File: src/rtl/lzwd_pkg.sv
// Shared types, constants and a byte-lane helper for the 12-bit LZW decoder.
package lzwd_pkg;

  localparam int CodeBits     = 12;
  localparam int Literals     = 256;
  localparam int BytesPerWord = 8;

  typedef struct packed {
    logic [7:0] in_byte;
    logic       stream_start;
  } lzwd_in_t;

  typedef struct packed {
    logic [63:0] out_bytes;
    logic [3:0]  byte_count;
    logic        last;
    logic        error;
  } lzwd_out_t;

  typedef enum logic [2:0] {
    ST_IDLE,
    ST_DECODE,
    ST_FB_WAIT,
    ST_APP_RD,
    ST_APP_WR,
    ST_EMIT_RD,
    ST_EMIT_WR,
    ST_ERR_OUT
  } lzwd_state_e;

  // where the string being emitted comes from
  typedef enum logic [1:0] {
    SRC_LIT,
    SRC_DICT,
    SRC_PREV
  } lzwd_src_e;

  typedef struct packed {
    logic      take_in;
    logic      set_err;
    logic      start_first;
    logic      start_later;
    lzwd_src_e src;
    logic      fb_load;
    logic      app_rd;
    logic      app_wr;
    logic      emit_rd;
    logic      emit_wr;
    logic      err_wr;
  } lzwd_cmd_t;

  typedef struct packed {
    logic have_code;
    logic err_flag;
    logic first_seen;
    logic code_lit;
    logic code_in_dict;
    logic prev_bad;
    logic app_last;
    logic emit_last;
    logic out_free;
  } lzwd_status_t;

  // replace one byte lane of a word
  function automatic logic [63:0] put_byte(input logic [63:0] w, input logic [2:0] pos,
                                          input logic [7:0] b);
    logic [63:0] r;
    r = w;
    for (int i = 0; i < BytesPerWord; i++) begin
      if (3'(i) == pos) begin
        r[i*8 +: 8] = b;
      end
    end
    return r;
  endfunction

endpackage

File: src/rtl/lzwd_ctrl.sv
// Controller state machine of the LZW decoder.
module lzwd_ctrl import lzwd_pkg::*; (
  input  logic         clk_i,
  input  logic         rst_ni,
  input  logic         in_valid_i,
  output logic         in_ready_o,
  input  lzwd_status_t status_i,
  output lzwd_cmd_t    cmd_o
);

  lzwd_state_e state_q, state_d;
  lzwd_src_e   src_sel;

  // source of a later code
  always_comb begin
    if (status_i.code_lit) begin
      src_sel = SRC_LIT;
    end else if (status_i.code_in_dict) begin
      src_sel = SRC_DICT;
    end else begin
      src_sel = SRC_PREV;
    end
  end

  // state register
  always_ff @(posedge clk_i or negedge rst_ni) begin
    if (!rst_ni) begin
      state_q <= ST_IDLE;
    end else begin
      state_q <= state_d;
    end
  end

  // next state
  always_comb begin
    state_d = state_q;
    case (state_q)
      ST_IDLE: begin
        if (in_valid_i) state_d = ST_DECODE;
      end
      ST_DECODE: begin
        if (!status_i.have_code) begin
          state_d = ST_IDLE;
        end else if (status_i.err_flag) begin
          state_d = ST_ERR_OUT;
        end else if (!status_i.first_seen) begin
          state_d = status_i.code_lit ? ST_EMIT_RD : ST_ERR_OUT;
        end else if (status_i.prev_bad) begin
          state_d = ST_ERR_OUT;
        end else begin
          state_d = (src_sel == SRC_DICT) ? ST_FB_WAIT : ST_APP_RD;
        end
      end
      ST_FB_WAIT: state_d = ST_APP_RD;
      ST_APP_RD:  state_d = ST_APP_WR;
      ST_APP_WR:  state_d = status_i.app_last ? ST_EMIT_RD : ST_APP_RD;
      ST_EMIT_RD: state_d = ST_EMIT_WR;
      ST_EMIT_WR: begin
        if (status_i.out_free) state_d = status_i.emit_last ? ST_IDLE : ST_EMIT_RD;
      end
      ST_ERR_OUT: begin
        if (status_i.out_free) state_d = ST_IDLE;
      end
      default: state_d = ST_IDLE;
    endcase
  end

  // commands
  always_comb begin
    cmd_o      = '0;
    cmd_o.src  = src_sel;
    in_ready_o = 1'b0;
    case (state_q)
      ST_IDLE: begin
        in_ready_o    = 1'b1;
        cmd_o.take_in = in_valid_i;
      end
      ST_DECODE: begin
        if (status_i.have_code && !status_i.err_flag) begin
          if (!status_i.first_seen) begin
            cmd_o.set_err     = !status_i.code_lit;
            cmd_o.start_first = status_i.code_lit;
          end else begin
            cmd_o.set_err     = status_i.prev_bad;
            cmd_o.start_later = !status_i.prev_bad;
          end
        end
      end
      ST_FB_WAIT: cmd_o.fb_load = 1'b1;
      ST_APP_RD:  cmd_o.app_rd  = 1'b1;
      ST_APP_WR:  cmd_o.app_wr  = 1'b1;
      ST_EMIT_RD: cmd_o.emit_rd = 1'b1;
      ST_EMIT_WR: cmd_o.emit_wr = status_i.out_free;
      ST_ERR_OUT: cmd_o.err_wr  = status_i.out_free;
      default: ;
    endcase
  end

endmodule

File: config.mk
export PLATFORM = sky130hd
export DESIGN_NAME = lzwd_ctrl
export DESIGN_NICKNAME = d
export VERILOG_FILES = /design/src/rtl/lzwd_pkg.sv /design/src/rtl/lzwd_ctrl.sv
export SDC_FILE = /design/constraint.sdc
export NUM_CORES = 1
export LEC_CHECK = 0
export BUFFER_PORTS_ARGS = -buffer_cell sky130_fd_sc_hd__buf_4
export CAP_MARGIN = 20
export CORE_AREA = 2 2 39 41
export CTS_BUF_LIST = sky130_fd_sc_hd__clkbuf_8
export DETAILED_ROUTE_END_ITERATION = 6
export DIE_AREA = 0 0 41 43
export HOLD_SLACK_MARGIN = 0.12
export MAX_ROUTING_LAYER = met4
export PLACE_DENSITY = 0.66
export SETUP_SLACK_MARGIN = 0.4
export SLEW_MARGIN = 20
export SYNTH_ARGS = -nofsm -noshare
export SYNTH_HDL_FRONTEND = slang
export SYNTH_SLANG_ARGS = --single-unit
export TNS_END_PERCENT = 50
File: constraint.sdc
create_clock -name clk_i -period 1.5 [get_ports clk_i]
set_clock_uncertainty 0.15 [all_clocks]
set_input_delay 0.075 -clock clk_i [delete_from_list [all_inputs] [get_ports clk_i]]
set_output_delay 0.075 -clock clk_i [all_outputs]
set_load 0.05 [all_outputs]
==> flow_metrics.env <==
export IMPL_antenna_found_initial=0
export IMPL_min_period_over_period_pct=102
export IMPL_hold_violations=0
export IMPL_min_to="state_q[1]$_DFFE_PN0P_"
export IMPL_gp_congestion=0.701
export IMPL_grt_setup_unrepaired="true"
export IMPL_grt_pass1_wl_um=1970
export IMPL_top_regs="state_q: 3 flops"
export IMPL_ios=25
export IMPL_syn_area_per_cell_um2=8.91
export IMPL_cts_tree="done"
export IMPL_rrSetupSlack_ns=0.06
export IMPL_drt_total_wl_um=1390
export IMPL_power_leakage_uw=0.000424
export IMPL_place_port_buffers=24
export IMPL_swShare_pct=44.8
export IMPL_syn_to_final_growth_pct=168
export IMPL_holdWs_ns=0.0722
export IMPL_max_slew_margin_pct=78.3
export IMPL_ys_types=25
export IMPL_initial_core_util_pct=26.4
export IMPL_crit_path_max_fanout=4
export IMPL_grt_use_total_pct=16.6
export IMPL_rr_endpoint="state_q[2]$_DFFE_PN0P_"
export IMPL_internal_power_uw=1180
export IMPL_grt_max_degree=11
export IMPL_layout_commonest_cell="buf_4"
export IMPL_cts_max_level=1
export IMPL_grt_pass1_vias=480
export IMPL_slowest_stage="dfrtp_1"
export IMPL_startpoint="state_q[2]$_DFFE_PN0P_"
export IMPL_wl_met1_um=547
export IMPL_worstHoldStart="status_i[6]"
export IMPL_core_area_um2=1380
export IMPL_routed_top_layer="met3"
export IMPL_place_ws_ns=0.140
export IMPL_ys_ff_latch=3
export IMPL_end_kind="primary output"
export IMPL_regMostFlops="state_q"
export IMPL_syn_num_nets=53
export IMPL_timing_rr_start="state_q[2]$_DFFE_PN0P_"
export IMPL_wl_met3_um=107
export IMPL_ff2ff_path_depth=6
export IMPL_cts_sinks=3
export IMPL_wl_met2_um=737
export IMPL_violations="negative setup slack"
export IMPL_die_h_um=43
export IMPL_layout_common_cells="buf_4, buf_6"
export IMPL_cts_buffers=3
export IMPL_clk_insertion_delay_late_ns=0.21
export IMPL_crit_path_start_kind="register"
export IMPL_seq_area_um2=76.3
export IMPL_fill_cells=109
export IMPL_cp_arrival_ns=1.30
export IMPL_ys_seq_area_share_pct=20.5
export IMPL_placed_cell_area_um2=628
export IMPL_clockBufferDepth=2
export IMPL_vias=502
export IMPL_fin_area_um2=980
export IMPL_ant_nets=0
export IMPL_nets=99
export IMPL_seq_power_share_pct=8.8
export IMPL_path_class="reg2out"
export IMPL_power_frac_comb_pct=80.7
export IMPL_dp_hpwl_um=792
export IMPL_p_switching_uw=960
export IMPL_p_per_area_nw_per_um2=2190
export IMPL_drv_cap=0
export IMPL_power_share_clock_pct=10.5
export IMPL_drt_pre_antenna_iters=4
export IMPL_dieArea_um2=1760
export IMPL_largest_register_ffs=3
export IMPL_root_buffer="clkbuf_8"
export IMPL_syn_cell_area_um2=365
export IMPL_num_antenna_cells=0
export IMPL_post_route_cells_drive_above_1_share_pct=79.1
export IMPL_cp_data_required_time_ns=1.27
export IMPL_fmaxAchievable_mhz=656
export IMPL_netlist_instances=41
export IMPL_hold_class="in2reg"
export IMPL_clk_pin_slew_ns=0.03
export IMPL_whs_path_depth=3
export IMPL_status="complete, but fails checks"
export IMPL_rows=14
export IMPL_worst_slack_ns=-0.0244
export IMPL_drt_initial_drc_count=7
export IMPL_setup_violations=2
export IMPL_max_stage_delay_ns=0.40
export IMPL_overflow=0
export IMPL_ys_warn_count=0
export IMPL_detail_route_vias_per_cell=4.92
export IMPL_die_w_um=41
export IMPL_drc=0
export IMPL_period_minus_slack_ns=1.52
export IMPL_finalMaxSlewViolations=0
export IMPL_worstMarginPinSlew_ns=0.324
export IMPL_ir_drop_v=0.000813
export IMPL_multi_input_area_um2=383
export IMPL_path_cells="nand4bb_4, nor3_2, buf_6"
export IMPL_hold_buffers=4
export IMPL_wl_per_cell_um=13.6
repair_timing:
| item | in CTS | in global routing |
|---|---|---|
| pin swaps | 9 | 5 |
| setup buffers | 10 | 3 |
| endpoints found under the hold margin | 6 | 2 |
| resized for setup | 27 | 14 |
| setup endpoints to repair | 14 | 17 |
cell usage after synthesis, drive strengths merged:
cell	count	area share, %
and2	1	1.7
o21ai	2	2.7
nor3b	6	15
o22ai	2	3.4
inv	1	1.0
buf	3	8.2
and3	1	1.7
nor2	4	4.1
nand3	1	1.4
a2bb2oi	2	4.8
or3	1	1.7
a21oi	3	5.1
dfrtp	3	21
nor2b	3	5.1
o21a	1	2.1
xnor2	1	2.4
nor3	2	4.1
nand4bb	1	7.5
nand2b	1	1.7
o221ai	1	2.4
nand2	1	3.1
stage by stage:
stage	std cells	total power, uW	util, %	TNS, ns
final	102	2140	70.8	-0.0365
after floorplan	41	965	-	-0.211
after global routing	102	2260	70.8	-0.201
after CTS	99	1900	64.9	-0.0407
after detailed placement	81	1260	45.4	0
after global placement	81	1240	45.4	0
final cells by class:
class                   instances  area share, %
clock buffers                   3           4.21
clock inverters                 1          0.383
inverters                       1           1.66
multi-input cells              34           39.1
flip-flops and latches          3           7.79
well taps                      16           2.04
repair buffers                 44           44.8
cells by family after synthesis:
group | share of synthesized area (%)
AO/OA/AOI/OAI | 20.6
flip-flops | 20.5
buffers and inverters | 9.25
XOR/XNOR | 2.40
AND/OR/NAND/NOR | 47.3
metal layers:
| metal | up-vias | GRT usage (%) |
|---|---|---|
| met5 | - | - |
| met4 | 0 | 4.00 |
| met3 | 0 | 5.24 |
| met2 | 27 | 26.6 |
| met1 | 233 | 19.5 |
| li1 | 242 | - |
critical path: cells and delay by family, from the launching register on:
family | cells | cell delay (ns)
buf+inv | 1 | 0.18
flops | 1 | 0.40
simple gates | 2 | 0.50
how the worst max path moves through the flow:
stage | end | slack, ns | cells past startpoint
4_1_cts | cmd_o[10] | -0.04 | 3
2_1_floorplan | cmd_o[11] | -0.09 | 3
6_report | cmd_o[10] | -0.02 | 3
3_5_place_dp | cmd_o[10] | 0.14 | 3
3_3_place_gp | cmd_o[10] | 0.15 | 3
5_1_grt | cmd_o[10] | -0.09 | 3
power groups by stage:
stage / clock network (uW) / registers (uW) / logic (uW)
floorplan: 0 / 151 / 815
global placement: 0 / 184 / 1060
detailed placement: 0 / 190 / 1070
CTS: 229 / 190 / 1490
global route: 239 / 196 / 1820
finish: 225 / 188 / 1730
No activity file was read; power rests on OpenSTA's default activity.
